--- src/rtl/focal_plane_distortion_map_defines.svh ---
// Assertion macros for the focal-plane distortion map.
// Used by the top level only; define ASSERT_OFF to drop the checks.
`ifndef FOCAL_PLANE_DISTORTION_MAP_DEFINES_SVH
`define FOCAL_PLANE_DISTORTION_MAP_DEFINES_SVH
`ifndef ASSERT_OFF
// Same-cycle implication, sampled on clk, off while in reset.
`define FPDM_ASSERT_IMP(label, pre, post, msg) \
	label: assert property (@(posedge clk) disable iff (!arst_n) (pre) |-> (post)) \
		else $error(msg);
// Next-cycle implication, sampled on clk, off while in reset.
`define FPDM_ASSERT_NXT(label, pre, post, msg) \
	label: assert property (@(posedge clk) disable iff (!arst_n) (pre) |=> (post)) \
		else $error(msg);
`else
`define FPDM_ASSERT_IMP(label, pre, post, msg)
`define FPDM_ASSERT_NXT(label, pre, post, msg)
`endif
`endif

--- src/rtl/fpdm_pkg.sv ---
// Shared types, Q24.40 constants, saturating helpers and the micro-op program
// for the focal-plane distortion map. No dependencies.
package fpdm_pkg;

	localparam int QF       = 40;
	localparam int DIV_BITS = 104;  // numerator magnitude shifted by QF fits here
	localparam int CFG_W    = 32;
	localparam int PC_W     = 6;

	localparam logic [63:0]        QMAX  = 64'h7fff_ffff_ffff_ffff;
	localparam logic signed [64:0] MAX65 = 65'sh0_7fff_ffff_ffff_ffff;
	localparam logic signed [63:0] ONE_Q = 64'sh0000_0100_0000_0000;
	localparam logic signed [63:0] CX0   = -64'sd44301413;
	localparam logic signed [63:0] CY0   = -64'sd19642665279;
	localparam logic signed [63:0] CY1   = -64'sd8002718417;
	localparam logic signed [63:0] CY2   = 64'sd62152973;

	localparam logic [2:0] CFG_PITCH  = 3'd0;
	localparam logic [2:0] CFG_LOFF   = 3'd1;
	localparam logic [2:0] CFG_TOL    = 3'd2;
	localparam logic [2:0] CFG_MAXATT = 3'd3;

	localparam logic [PC_W-1:0] PC_FWD  = 6'd0;
	localparam logic [PC_W-1:0] PC_INV  = 6'd14;
	localparam logic [PC_W-1:0] PC_LOOP = 6'd22;

	typedef enum logic [2:0] {
		OP_ADD, OP_SUB, OP_NEG, OP_MUL, OP_DIV, OP_CHK, OP_END
	} op_t;

	typedef enum logic [3:0] {
		R_X, R_Y, R_P, R_LO, R_UX, R_UY, R_XO, R_YO,
		R_Q, R_T1, R_T2, K_ONE, K_CX0, K_CY0, K_CY1, K_CY2
	} opnd_t;

	typedef enum logic [1:0] {S_IDLE, S_ISSUE, S_WAIT, S_OUT} state_t;

	typedef struct packed {
		op_t   op;
		opnd_t a;
		opnd_t b;
		opnd_t dst;
	} instr_t;

	typedef struct packed {
		logic  load;
		logic  exec;
		op_t   op;
		opnd_t a;
		opnd_t b;
		opnd_t dst;
		logic  finish;
		logic  ok;
	} cmd_t;

	typedef struct packed {
		logic       done;
		logic       dz;
		logic       conv;
		logic [5:0] max_att;
	} stat_t;

	function automatic logic [63:0] mag64(input logic signed [63:0] v);
		return v[63] ? 64'(-v) : 64'(v);
	endfunction

	function automatic logic signed [63:0] make(input logic neg, input logic [63:0] m);
		logic [63:0] mm;
		mm = (m > QMAX) ? QMAX : m;
		return neg ? $signed(64'(-mm)) : $signed(mm);
	endfunction

	function automatic logic signed [63:0] sat65(input logic signed [64:0] v);
		logic signed [64:0] r;
		r = v;
		if (v > MAX65) r = MAX65;
		else if (v < -MAX65) r = -MAX65;
		return $signed(r[63:0]);
	endfunction

	function automatic instr_t prog(input logic [PC_W-1:0] pc);
		instr_t i;
		case (pc)
			// forward
			6'd0:  i = '{OP_DIV, R_Y,   R_P,   R_Q};
			6'd1:  i = '{OP_NEG, R_Q,   R_Q,   R_XO};
			6'd2:  i = '{OP_MUL, K_CY1, R_XO,  R_T1};
			6'd3:  i = '{OP_ADD, K_CY0, R_T1,  R_T2};
			6'd4:  i = '{OP_MUL, K_CY2, R_XO,  R_T1};
			6'd5:  i = '{OP_MUL, R_T1,  R_XO,  R_T1};
			6'd6:  i = '{OP_ADD, R_T2,  R_T1,  R_T2};
			6'd7:  i = '{OP_ADD, R_XO,  R_LO,  R_T1};
			6'd8:  i = '{OP_MUL, K_CX0, R_T1,  R_T1};
			6'd9:  i = '{OP_ADD, K_ONE, R_T1,  R_T1};
			6'd10: i = '{OP_MUL, R_X,   R_T1,  R_UX};
			6'd11: i = '{OP_ADD, R_Q,   R_T2,  R_T1};
			6'd12: i = '{OP_MUL, R_P,   R_T1,  R_UY};
			6'd13: i = '{OP_END, R_Q,   R_Q,   R_Q};
			// inverse: offsets from dy
			6'd14: i = '{OP_DIV, R_Y,   R_P,   R_Q};
			6'd15: i = '{OP_SUB, R_LO,  R_Q,   R_T1};
			6'd16: i = '{OP_MUL, K_CX0, R_T1,  R_XO};
			6'd17: i = '{OP_MUL, R_P,   K_CY0, R_T1};
			6'd18: i = '{OP_DIV, R_T1,  R_Y,   R_T1};
			6'd19: i = '{OP_SUB, R_T1,  K_CY1, R_T1};
			6'd20: i = '{OP_MUL, R_Q,   K_CY2, R_T2};
			6'd21: i = '{OP_ADD, R_T1,  R_T2,  R_YO};
			// inverse pass
			6'd22: i = '{OP_ADD, K_ONE, R_XO,  R_T1};
			6'd23: i = '{OP_DIV, R_X,   R_T1,  R_UX};
			6'd24: i = '{OP_ADD, K_ONE, R_YO,  R_T1};
			6'd25: i = '{OP_DIV, R_Y,   R_T1,  R_UY};
			6'd26: i = '{OP_DIV, R_UY,  R_P,   R_Q};
			6'd27: i = '{OP_SUB, R_LO,  R_Q,   R_T1};
			6'd28: i = '{OP_MUL, K_CX0, R_T1,  R_XO};
			6'd29: i = '{OP_MUL, R_P,   K_CY0, R_T1};
			6'd30: i = '{OP_DIV, R_T1,  R_UY,  R_T1};
			6'd31: i = '{OP_SUB, R_T1,  K_CY1, R_T1};
			6'd32: i = '{OP_MUL, R_Q,   K_CY2, R_T2};
			6'd33: i = '{OP_ADD, R_T1,  R_T2,  R_YO};
			6'd34: i = '{OP_ADD, K_ONE, R_XO,  R_T1};
			6'd35: i = '{OP_MUL, R_UX,  R_T1,  R_T2};
			6'd36: i = '{OP_ADD, K_ONE, R_YO,  R_T1};
			6'd37: i = '{OP_MUL, R_UY,  R_T1,  R_T1};
			6'd38: i = '{OP_SUB, R_T1,  R_Y,   R_T1};
			6'd39: i = '{OP_SUB, R_T2,  R_X,   R_T2};
			6'd40: i = '{OP_CHK, R_Q,   R_Q,   R_Q};
			default: i = '{OP_END, R_Q, R_Q, R_Q};
		endcase
		return i;
	endfunction

endpackage

--- src/rtl/fpdm_ctrl.sv ---
// Controller: steps the micro-op program, counts inverse passes and
// decides success or failure. Depends on fpdm_pkg.
module fpdm_ctrl import fpdm_pkg::*; (
	input  logic  clk,
	input  logic  arst_n,
	input  logic  start,
	input  logic  req_type,
	input  stat_t stat,
	output cmd_t  cmd,
	output logic  busy,
	output logic  done
);

	state_t          state_q, state_d;
	logic [PC_W-1:0] pc_q;
	logic [5:0]      n_q;
	instr_t          ins;
	logic            lim;

	assign ins = prog(pc_q);
	assign lim = n_q >= stat.max_att;

	always_comb begin
		state_d = state_q;
		case (state_q)
			S_IDLE:  if (start) state_d = S_ISSUE;
			S_ISSUE: begin
				if (ins.op == OP_END) state_d = S_OUT;
				else if (ins.op == OP_CHK) begin
					if (lim || stat.conv) state_d = S_OUT;
				end else state_d = S_WAIT;
			end
			S_WAIT:  if (stat.done) state_d = stat.dz ? S_OUT : S_ISSUE;
			S_OUT:   state_d = S_IDLE;
			default: state_d = S_IDLE;
		endcase
	end

	always_comb begin
		cmd        = '0;
		cmd.op     = ins.op;
		cmd.a      = ins.a;
		cmd.b      = ins.b;
		cmd.dst    = ins.dst;
		case (state_q)
			S_IDLE:  cmd.load = start;
			S_ISSUE: begin
				if (ins.op == OP_END) begin
					cmd.finish = 1'b1;
					cmd.ok     = 1'b1;
				end else if (ins.op == OP_CHK) begin
					cmd.finish = lim || stat.conv;
					cmd.ok     = !lim && stat.conv;
				end else cmd.exec = 1'b1;
			end
			S_WAIT:  cmd.finish = stat.done && stat.dz;
			default: ;
		endcase
	end

	assign busy = (state_q != S_IDLE);
	assign done = (state_q == S_OUT);

	always_ff @(posedge clk or negedge arst_n) begin
		if (!arst_n) begin
			state_q <= S_IDLE;
			pc_q    <= PC_FWD;
			n_q     <= 6'd1;
		end else begin
			state_q <= state_d;
			if (state_q == S_IDLE && start) begin
				pc_q <= req_type ? PC_INV : PC_FWD;
				n_q  <= 6'd1;
			end else if (state_q == S_WAIT && stat.done && !stat.dz) begin
				pc_q <= pc_q + 6'd1;
			end else if (state_q == S_ISSUE && ins.op == OP_CHK && !lim && !stat.conv) begin
				// not converged: run another pass
				pc_q <= PC_LOOP;
				n_q  <= n_q + 6'd1;
			end
		end
	end

endmodule

--- config.mk ---
export PLATFORM = sky130hd
export DESIGN_NAME = fpdm_ctrl
export DESIGN_NICKNAME = d
export VERILOG_FILES = /design/src/rtl/focal_plane_distortion_map_defines.svh /design/src/rtl/fpdm_pkg.sv /design/src/rtl/fpdm_ctrl.sv
export SDC_FILE = /design/constraint.sdc
export NUM_CORES = 1
export LEC_CHECK = 0
export BUFFER_PORTS_ARGS = -buffer_cell sky130_fd_sc_hd__buf_2
export CAP_MARGIN = 20
export CELL_PAD_IN_SITES_DETAIL_PLACEMENT = 0
export CELL_PAD_IN_SITES_GLOBAL_PLACEMENT = 1
export CORE_MARGIN = 4
export CORE_UTILIZATION = 36
export DETAILED_ROUTE_END_ITERATION = 8
export PLACE_DENSITY_LB_ADDON = 0.05
export SYNTH_ARGS = -nofsm -noshare
export SYNTH_HDL_FRONTEND = slang
export SYNTH_SLANG_ARGS = --single-unit
--- constraint.sdc ---
create_clock -name clk -period 3.25 [get_ports clk]
set_clock_uncertainty 0.15 [all_clocks]
set_input_delay 0 -clock clk [delete_from_list [all_inputs] [get_ports clk]]
set_output_delay 0 -clock clk [all_outputs]
set_load 0.01 [all_outputs]
* After elaboration in Yosys (flattened, before gate mapping) *
Memories as Yosys holds them, arrays and structs flattened.
Index checks and enable logic that the tools add are counted.

word-level totals
  memory bits (read-only) = 960
  output and inout port bits = 21
  input bits = 13
  memories = 1
  word-level logic and storage cells = 56
  flip-flop bits (word level) = 14

cells by class
  $lt $le $gt $ge = 1
  multiplexer cells = 22
  $add $sub $neg = 2
  equality and inequality tests = 9
  reductions and logical operators = 18

memory list
  memory            words  bits a word  read ports  clocked after Yosys merged registers in  wr ports  RTL line        text
  (name not given)  64     15           1           0                                        0         fpdm_pkg.sv:83  case (pc)

operators with widths
  operator                                        count
  2-to-1 mux 6 bit                                6
  2-to-1 mux 2 bit                                8
  adder 6 x 1 -> 6 bit (second input constant)    2
  logical AND 1 bit                               8
  one-hot mux 2 bit (4 select lines)              1
  == test 3 bit (second input constant)           2
  greater-or-equal comparator 6 bit               1
  inequality test 2 bit (second input constant)   3
  2-to-1 mux 1 bit                                5
  == test 2 bit (second input constant)           2
  2-to-1 mux 4 bit                                1
  inequality test 4 bit (second input constant)   1
  nonzero test 2 bit                              2
  logical NOT 1 bit                               3
  AND reduction 3 bit                             1
  nonzero test 3 bit                              1
  == test 2 x 1 -> 1 bit (second input constant)  1
  logical NOT 2 bit                               1
  one-hot mux 1 bit (2 select lines)              1
  AND reduction 2 bit                             1
  logical OR 1 bit                                1

* Longest topological paths before layout *
Gate-level depths: netlist (run 1).
An unclocked memory read counts as a cell.

  depth in word-level cells = 8
  depth in mapped cells = 11
  gate-level depth less buffers = 9

* Least setup slack after synthesis (run 1) *
OpenSTA, ideal clock, no wires.

  path type = reg-to-reg
  from = register pc_q[1]
  to = register pc_q[4]
  library setup time = 0.073 ns
  data required time = 3.027 ns
  slack = 0.384 ns
  data arrival time = 2.643 ns
  buffers on the path = 3
  cell stages (with the launch flop) = 12
  cell sequence = dfrtp_1 clkbuf_1 inv_1 ha_1 clkbuf_2 mux2_2 o211ai_1 o311a_4 o2111ai_4 buf_6 mux2_2 a21oi_2

RTL lines
  what                      RTL line         text
  start: declaration        fpdm_ctrl.sv:15  logic [PC_W-1:0] pc_q;
  start signal: assignment  fpdm_ctrl.sv:72  pc_q <= req_type ? PC_INV : PC_FWD;
  start signal: assignment  fpdm_ctrl.sv:75  pc_q <= pc_q + 6'd1;

==> results of run 1 <==
## cell type report
| cell class | count | area share |
|---|---|---|
| Clock buffer | 4 | 0.02167 |
| Inverter | 24 | 0.03547 |
| Multi-Input combinational cell | 250 | 0.6571 |
| Sequential cell | 14 | 0.1384 |
| Tap cell | 75 | 0.03695 |
| Timing Repair Buffer | 46 | 0.1103 |
## logic make-up after synthesis
logic type,count (synthesis),share of synthesized area
mux,3,0.01457
xor+xnor,1,0.003924
compound gates,106,0.3436
flops,14,0.1575
buf+inv,47,0.09473
simple gates,118,0.2623
fa+ha+maj,22,0.1233
## worst paths after layout
kind	start	endpoint	slack, ns	cells after the start
min reg2reg	n_q[5]	n_q[5]	0.41	2
max reg2reg	pc_q[0]	n_q[3]	0.36	8
min in group asynchronous	arst_n	n_q[2]	0.03	2
max	pc_q[0]	cmd[1]	0.22	9
max in group asynchronous	arst_n	n_q[0]	2.63	2
min	stat[7]	state_q[1]	0.02	4
## tightest hold or removal path, stage by stage
cell and delay, ns:
sky130_fd_sc_hd__buf_2 0.11, sky130_fd_sc_hd__nand2_1 0.05, sky130_fd_sc_hd__a31oi_1 0.12, sky130_fd_sc_hd__a41o_1 0.10
## cells in the final DEF, fill, tap and decap left out, types with 2 or more instances in the layout
cell                             n
sky130_fd_sc_hd__dfrtp_1        13
sky130_fd_sc_hd__o22ai_1         4
sky130_fd_sc_hd__a211oi_1        7
sky130_fd_sc_hd__ha_1           22
sky130_fd_sc_hd__or4_1           4
sky130_fd_sc_hd__and2_1          2
sky130_fd_sc_hd__a21o_1          4
sky130_fd_sc_hd__nand4_1         5
sky130_fd_sc_hd__inv_1          21
sky130_fd_sc_hd__nor2b_1         5
sky130_fd_sc_hd__o21ai_0        15
sky130_fd_sc_hd__nand2b_1        4
sky130_fd_sc_hd__nor2_1         27
sky130_fd_sc_hd__dlygate4sd3_1   2
sky130_fd_sc_hd__a31oi_1        15
sky130_fd_sc_hd__o21a_1          4
sky130_fd_sc_hd__a21oi_2         2
sky130_fd_sc_hd__or3_1           2
sky130_fd_sc_hd__nand3_1         8
sky130_fd_sc_hd__o31a_1          2
sky130_fd_sc_hd__nand3b_1        4
sky130_fd_sc_hd__nor3_1         10
sky130_fd_sc_hd__mux2_2          2
sky130_fd_sc_hd__o31ai_1         3
sky130_fd_sc_hd__o211ai_1       10
sky130_fd_sc_hd__a21oi_1        21
sky130_fd_sc_hd__nor3b_1         2
sky130_fd_sc_hd__clkbuf_8        4
sky130_fd_sc_hd__buf_2          33
sky130_fd_sc_hd__and3_1          3
sky130_fd_sc_hd__buf_4          10
sky130_fd_sc_hd__nand2_1        35
sky130_fd_sc_hd__clkinv_1        2
sky130_fd_sc_hd__and3b_1         2
sky130_fd_sc_hd__a221oi_1        2
sky130_fd_sc_hd__o311ai_0        3
## report_power, final
part / total [mW] / leakage (nW) / internal [mW] / switching [mW]
clock: 0.177 / 0.0288 / 0.107 / 0.0699
sequential: 0.325 / 0.178 / 0.227 / 0.0985
combinational: 2.15 / 0.977 / 0.855 / 1.30
total: 2.66 / 1.18 / 1.19 / 1.47
## through the flow
step           power, mW  std cells
4_1_cts            2.657        413
3_5_place_dp       2.467        407
3_3_place_gp       2.506        407
5_1_grt            2.938        413
2_1_floorplan      1.846        311
6_report           2.655        413
## sequential cells by signal (all words and copies together), names as in the netlist
name,count
pc_q,6
n_q,6
state_q,2
## metal layers
metal | vias to the layer above | share of wire | global-route usage
li1 | 1197 | - | -
met1 | 1143 | 0.50 | 0.2925
met5 | - | 0 | 0
met3 | 4 | 0.040 | 0.02852
met4 | 0 | 0.0066 | 0.04108
met2 | 58 | 0.46 | 0.2976
==> impl_metrics.py, run 1 <==
metrics = {
    "run_status": {
        "status": "completed",
    },
    "logic_synthesis": {
        "syn-cell-area_um2": 2232,
        "synth_fp_nets": 346,
        "postSynthCellCount": 311,
        "avgSynthCellArea_um2": 7.177,
        "ys_dominant_reg_cell": "sky130_fd_sc_hd__dfrtp_1",
        "ys_async_sr_fraction": 1.000,
        "post-synth-top-count-cell": "sky130_fd_sc_hd__nand2_1",
        "yosysWarnings": 0,
        "ys_seq_area_frac": 0.1575,
        "synth_commonest_cells": "sky130_fd_sc_hd__nand2_1, sky130_fd_sc_hd__nor2_1, sky130_fd_sc_hd__ha_1",
        "synth.lib_cells_used.distinct": 61,
        "synth_largest_area_cell": "sky130_fd_sc_hd__dfrtp_1",
        "yosys_register_bits": 14,
        "synth.top_cells.by_area": "sky130_fd_sc_hd__dfrtp_1, sky130_fd_sc_hd__ha_1, sky130_fd_sc_hd__nand2_1",
        "number_of_flops_mapped_to_enable_cells_by_yosys": 0,
        "yosys.area.top_type_share": 0.1457,
    },
    "sta": {
        "worst_hold_margin_ns": 0.01990,
        "worst_slew_pin_slew_ns": 0.6943,
        "post-route-min-period_ns": 3.032,
        "maxClockFrequency_mhz": 329.9,
        "fin_crit_sh": 0.9328,
        "final_hold_violations": 0,
        "slew_headroom": 0.5371,
        "setup_slack_ns": 0.2184,
        "rsz0062_at_grt": "false",
        "drv_slew": 0,
        "fin_tns_setup_ns": 0,
        "finalSetupViolations": 0,
    },
    "die": {
        "placementRows": 28,
        "core_area_um2": 5956,
        "fp.dieArea_um2": 7524,
        "io_pins": 34,
        "die_h_um": 86.74,
        "chipWidth_um": 86.74,
        "initial_core_util": 0.3748,
    },
    "cts": {
        "cts.root.buffer_cell": "sky130_fd_sc_hd__clkbuf_8",
        "cts-buffers-inserted": 3,
        "clk_latency_ns": 0.25,
        "cts_tree": "built",
        "ctsHtreeMaxLevel": 1,
        "clockBufferDepth": 2,
        "path_clk_slew_ns": 0.07,
        "post_cts.repair.setup_buffers": 0,
        "cts.sinks": 14,
        "post_cts.resized_instances": 0,
        "ctsHoldBuffers": 2,
    },
    "drt": {
        "drcViolationCount": 0,
        "viasPerCell": 5.816,
        "initialDrtViolationCount": 273,
        "drtAntennaViolNets": 0,
        "drt_first_pass_iters": 5,
        "wl_per_cell_um": 16.96,
        "via_count_of_the_routed_design": 2402,
        "wirelength_mm": 7.006,
    },
    "critical_path": {
        "slowest_stage": "sky130_fd_sc_hd__ha_1",
        "crit_path_max_incr_delay_ns": 0.50,
        "setup.worst_path.class": "register to output port",
        "crit_fanout": 9,
        "worstPathBufferInverterCount": 2,
        "crit_required_ns": 3.10,
        "worstSetupEndpointType": "output port",
        "critical_path_cell_sequence": "inv_1 > ha_1 > nand2_1 > and3_1 > o311a_4 > nor3_1 > o211ai_1 > a221oi_1 > buf_2",
        "cp.arrival_ns": 2.88,
        "critical-path-top-delay-family": "compound AO/OA/AOI/OAI gates",
        "crit_path_start_kind": "register",
    },
    "power": {
        "ir_drop_mv": 0.4149,
        "cellPowerDensity_nw_per_um2": 1045,
        "power.leakage_nw": 1.183,
    },
    "layout": {
        "n_antenna_cell": 0,
        "finalInstanceArea_um2": 2540,
        "multiInputGateArea_um2": 1669,
        "fill_cells": 661,
        "post-route-util": 0.4265,
        "areaGrowthSynthToFinish_pct": 13.79,
        "area.sequential_um2": 351.6,
        "num-nets-final": 374,
        "final_layout_size_suffix_gt1_frac": 0.1775,
    },
    "placement": {
        "dp_slack_ns": 0.3999,
        "finalWeightedCongestion": 0.8415,
        "io_buffers": 33,
        "detailed_place_hpwl_mm": 5.195,
        "post_dp_cell_area_um2": 2465,
    },
    "global_routing": {
        "grt_max_degree": 36,
        "global_route.overflow_total": 0,
        "antenna_found_initial": 0,
        "wire_length_of_the_first_global_routing_pass_mm": 11.69,
        "first_global_vias": 2239,
        "grtUsageTotal": 0.1961,
    },
    "worst_hold_path": {
        "path_type_of_the_worst_min_delay_path": "primary input to register",
    },
    "job": {
        "drv.max_cap_violation_count": 0,
    },
}
No activity file was read; power rests on OpenSTA's default activity.
==> inputs of run 2 (changes only) <==
- clock period: 3.25 -> 3.22 ns (I/O delays scaled with it)
==> impl_metrics.py, run 2 (synthesis gave the netlist of run 1 again) <==
metrics = {
    "worst_hold_path": {
        "path_type_of_the_worst_min_delay_path": "primary input to asynchronous set/reset pin",
    },
    "critical_path": {
        "worst-r2r-setup-slack_ns": 0.32,
        "worst-path-stages": 7,
        "regToRegStartpoint": "pc_q[2]",
        "crit_path_max_incr_delay_ns": 0.82,
        "critical_path_cell_sequence": "clkinv_1 > nor2_1 > o21ai_0 > a31oi_1 > a31oi_1 > a21oi_1 > buf_2",
        "crit_path_start_kind": "register",
        "r2r.worst_path.cells": 7,
        "critical-path-top-delay-family": "flip-flops",
        "worstSetupEndpoint": "cmd[12]",
        "crit_start": "pc_q[2]",
        "cp_common_cell": "sky130_fd_sc_hd__a31oi_1",
        "crit_fanout": 21,
        "worstSetupEndpointType": "output port",
        "slowest_stage": "sky130_fd_sc_hd__dfrtp_1",
        "worstPathBufferInverterCount": 2,
        "crit_required_ns": 3.07,
        "setup.worst_path.class": "register to output port",
        "worstReg2RegEnd": "n_q[4]",
        "cp.arrival_ns": 2.86,
    },
    "layout": {
        "commonest_cells_after_routing_fill_and_taps_aside": "sky130_fd_sc_hd__nand2_1, sky130_fd_sc_hd__buf_2, sky130_fd_sc_hd__nor2_1",
        "areaGrowthSynthToFinish_pct": 15.58,
        "n_antenna_cell": 0,
        "final_layout_size_suffix_gt1_frac": 0.1942,
        "num-nets-final": 381,
        "final-instance-count-excl-fill": 420,
        "layout.cells.most_common": "sky130_fd_sc_hd__nand2_1",
        "finalInstanceArea_um2": 2580,
        "biggestRegsByFlops": "n_q x6, pc_q x6, state_q x2",
    },
    "placement": {
        "io_buffers": 33,
        "post_dp_cell_area_um2": 2505,
        "detailed_place_hpwl_mm": 5.472,
        "finalWeightedCongestion": 0.9048,
        "placed_cells_incl_taps": 414,
    },
    "drt": {
        "wl_per_cell_um": 17.35,
        "initialDrtViolationCount": 181,
        "wirelength_mm": 7.288,
        "drtAntennaViolNets": 0,
        "drcViolationCount": 0,
        "drt_first_pass_iters": 4,
        "via_count_of_the_routed_design": 2457,
        "viasPerCell": 5.850,
    },
    "sta": {
        "maxClockFrequency_mhz": 332.2,
        "rsz0062_at_grt": "false",
        "slew_headroom": 0.5068,
        "finalSetupViolations": 0,
        "fin_crit_sh": 0.9348,
        "worst_slew_pin_slew_ns": 0.7398,
        "worst_hold_margin_ns": 0.03437,
        "post-route-min-period_ns": 3.010,
        "drv_slew": 0,
        "final_hold_violations": 0,
        "fin_tns_setup_ns": 0,
    },
    "die": {
        "chipWidth_um": 86.74,
        "placementRows": 28,
        "io_pins": 34,
        "die_h_um": 86.74,
        "fp.dieArea_um2": 7524,
        "initial_core_util": 0.3748,
        "core_area_um2": 5956,
    },
    "global_routing": {
        "grtUsageTotal": 0.2004,
        "wire_length_of_the_first_global_routing_pass_mm": 12.12,
        "antenna_found_initial": 0,
        "grt_max_degree": 22,
        "first_global_vias": 2344,
        "global_route.overflow_total": 0,
    },
    "run_status": {
        "status": "completed",
    },
    "cts": {
        "path_clk_slew_ns": 0.06,
        "clockBufferDepth": 2,
        "cts.sinks": 14,
        "clk_latency_ns": 0.25,
        "ctsHoldBuffers": 2,
        "cts-buffers-inserted": 3,
        "cts_tree": "built",
        "cts.root.buffer_cell": "sky130_fd_sc_hd__clkbuf_8",
        "ctsHtreeMaxLevel": 1,
        "post_cts.repair.setup_buffers": 0,
        "post_cts.resized_instances": 0,
    },
    "power": {
        "ir_drop_mv": 0.4439,
        "finalPower_mw": 2.739,
        "cellPowerDensity_nw_per_um2": 1062,
        "power.leakage_nw": 1.211,
    },
    "job": {
        "drv.max_cap_violation_count": 0,
    },
}
run 2: cell types whose count changed in the layout (fill, tap and decap cells not counted):
cell	change
sky130_fd_sc_hd__buf_4	+8
sky130_fd_sc_hd__buf_12	-1
run 2: worst min-delay path by stage:
stage                     slack [ns]  depth (start not counted)    endpoint    start
after floorplan                -0.45                          0      n_q[1]   arst_n
after global placement         -0.23                          1      n_q[5]   arst_n
after detailed placement       -0.22                          1      n_q[5]   arst_n
after CTS                       0.03                          4  state_q[1]  stat[7]
after global routing            0.06                          2      n_q[5]   arst_n
final                           0.03                          2      n_q[5]   arst_n
run 2: area by class of cell:
class                           count  area, µm²
Multi-Input combinational cell    250       1669
Inverter                           24      90.09
Clock buffer                        4      55.05
Timing Repair Buffer               53      320.3
Sequential cell                    14      351.6
Tap cell                           75      93.84
Fill cell                         677       3376
run 2: power by group:
part           switching, mW  internal [mW]
logic                   1.33          0.899
registers              0.107          0.229
clock network         0.0682          0.108
run 2: routing by layer:
metal	GRT usage	wire, µm
met1	0.2980	3537
met2	0.3095	3273
met3	0.03422	433
met4	0.02550	42
met5	0	0
run 2: per-stage QoR:
| stage | util | setup WS [ns] |
|---|---|---|
| after floorplan | - | 0.3537 |
| after global placement | 0.4206 | 0.4843 |
| after detailed placement | 0.4206 | 0.4146 |
| after CTS | 0.4332 | 0.2107 |
| after global routing | 0.4332 | 0.007190 |
| final | 0.4332 | 0.2099 |
==> inputs of run 3 (changes only) <==
--- a/config.mk
+++ b/config.mk
@@ -14,4 +14,5 @@
 export DETAILED_ROUTE_END_ITERATION = 8
 export PLACE_DENSITY_LB_ADDON = 0.05
+export SLEW_MARGIN = 20
 export SYNTH_ARGS = -nofsm -noshare
 export SYNTH_HDL_FRONTEND = slang
==> constraint.sdc (replaced) <==
create_clock -name clk -period 3.22 [get_ports clk]
set_clock_uncertainty 0.15 [all_clocks]
set_input_delay 0.161 -clock clk [delete_from_list [all_inputs] [get_ports clk]]
set_output_delay 0.161 -clock clk [all_outputs]
set_load 0.01 [all_outputs]
==> impl_metrics.py, run 3 (synthesis gave the netlist of run 1 again) <==
metrics = {
    "critical_path": {
        "crit_required_ns": 2.91,
        "crit_path_max_incr_delay_ns": 0.55,
        "worstSetupEndpointType": "output port",
        "critical-path-top-delay-family": "compound AO/OA/AOI/OAI gates",
        "crit_fanout": 14,
        "worstPathBufferInverterCount": 2,
        "crit_path_start_kind": "register",
        "critical_path_cell_sequence": "buf_4 > and2b_1 > o21ai_0 > a31oi_1 > o21a_1 > o211ai_1 > a221oi_1 > buf_2",
        "setup.worst_path.class": "register to output port",
        "cp.arrival_ns": 2.75,
        "slowest_stage": "sky130_fd_sc_hd__dfrtp_1",
        "worst-r2r-setup-slack_ns": 0.40,
    },
    "cts": {
        "clockBufferDepth": 2,
        "post_cts.repair.setup_buffers": 0,
        "cts.sinks": 14,
        "ctsHtreeMaxLevel": 1,
        "path_clk_slew_ns": 0.07,
        "clk_latency_ns": 0.25,
        "cts_tree": "built",
        "cts-buffers-inserted": 3,
        "cts.root.buffer_cell": "sky130_fd_sc_hd__clkbuf_8",
    },
    "sta": {
        "maxClockFrequency_mhz": 326.8,
        "slew_headroom": 0.6535,
        "fin_crit_sh": 0.9502,
        "worst_slew_pin_slew_ns": 0.5178,
        "fin_tns_setup_ns": 0,
        "final_hold_violations": 0,
        "rsz0062_at_grt": "false",
        "post-route-min-period_ns": 3.060,
        "finalSetupViolations": 0,
        "setup_slack_ns": 0.1605,
        "worst_hold_margin_ns": 0.09170,
        "drv_slew": 0,
    },
    "layout": {
        "post-route-util": 0.4303,
        "n_antenna_cell": 0,
        "num-nets-final": 377,
        "final-instance-count-excl-fill": 416,
        "biggestRegsByFlops": "n_q x6, pc_q x6, state_q x2",
        "finalInstanceArea_um2": 2562,
        "areaGrowthSynthToFinish_pct": 14.80,
        "layout.cells.most_common": "sky130_fd_sc_hd__nand2_1",
        "commonest_cells_after_routing_fill_and_taps_aside": "sky130_fd_sc_hd__nand2_1, sky130_fd_sc_hd__buf_2, sky130_fd_sc_hd__nor2_1",
        "final_layout_size_suffix_gt1_frac": 0.1935,
    },
    "die": {
        "die_h_um": 86.74,
        "core_area_um2": 5956,
        "placementRows": 28,
        "io_pins": 34,
        "chipWidth_um": 86.74,
        "initial_core_util": 0.3748,
        "fp.dieArea_um2": 7524,
    },
    "power": {
        "finalPower_mw": 2.736,
        "cellPowerDensity_nw_per_um2": 1068,
        "ir_drop_mv": 0.4138,
        "power.leakage_nw": 1.195,
    },
    "drt": {
        "drt_first_pass_iters": 5,
        "wl_per_cell_um": 17.08,
        "via_count_of_the_routed_design": 2434,
        "wirelength_mm": 7.106,
        "drcViolationCount": 0,
        "viasPerCell": 5.851,
        "drtAntennaViolNets": 0,
        "initialDrtViolationCount": 188,
    },
    "placement": {
        "post_dp_cell_area_um2": 2482,
        "finalWeightedCongestion": 0.8552,
        "io_buffers": 33,
        "dp_slack_ns": 0.3477,
        "placed_cells_incl_taps": 411,
        "detailed_place_hpwl_mm": 5.438,
    },
    "global_routing": {
        "global_route.overflow_total": 0,
        "grtUsageTotal": 0.1921,
        "first_global_vias": 2272,
        "antenna_found_initial": 0,
        "wire_length_of_the_first_global_routing_pass_mm": 11.65,
        "grt_max_degree": 18,
    },
    "run_status": {
        "status": "completed",
    },
    "worst_hold_path": {
        "path_type_of_the_worst_min_delay_path": "primary input to register",
    },
    "job": {
        "drv.max_cap_violation_count": 0,
    },
}
## run 3: power by group
group | leakage (nW) | internal [mW] | total [mW] | switching, mW
sequential | 0.178 | 0.230 | 0.317 | 0.0871
combinational | 0.988 | 0.902 | 2.24 | 1.34
clock | 0.0288 | 0.108 | 0.179 | 0.0703
## run 3: layout make-up
type	count	area (µm²)
multi-input cells	250	1684
well taps	75	93.84
inverters	24	90.09
repair buffers	49	287.8
clock buffers	4	55.05
fillers	660	3393
flip-flops and latches	14	351.6
## run 3: worst paths after layout
| kind | endpoint | depth (start not counted) | startpoint |
|---|---|---|---|
| max in group asynchronous | n_q[0] | 2 | arst_n |
| max reg2reg | n_q[5] | 8 | pc_q[0] |
| min in group asynchronous | n_q[5] | 2 | arst_n |
| max | cmd[1] | 8 | pc_q[3] |
| min | pc_q[3] | 3 | req_type |
| min reg2reg | n_q[5] | 2 | n_q[5] |
## run 3: worst min-delay path, cell delays in order
cell                      delay [ns]
sky130_fd_sc_hd__buf_2          0.10
sky130_fd_sc_hd__o21ai_0        0.15
sky130_fd_sc_hd__a41oi_1        0.04
## run 3: routing by layer
| metal | share of wire | wire length [µm] | track usage |
|---|---|---|---|
| met5 | 0 | 0 | 0 |
| met4 | 0.013 | 89 | 0.03258 |
| met3 | 0.070 | 497 | 0.03137 |
| met2 | 0.43 | 3034 | 0.2921 |
| met1 | 0.49 | 3485 | 0.2869 |
## run 3: what timing repair did
action,in CTS,in global routing
gates resized for setup,0,3
endpoints found under the hold margin,14,0
setup endpoints to repair,0,2
hold buffers,1,0
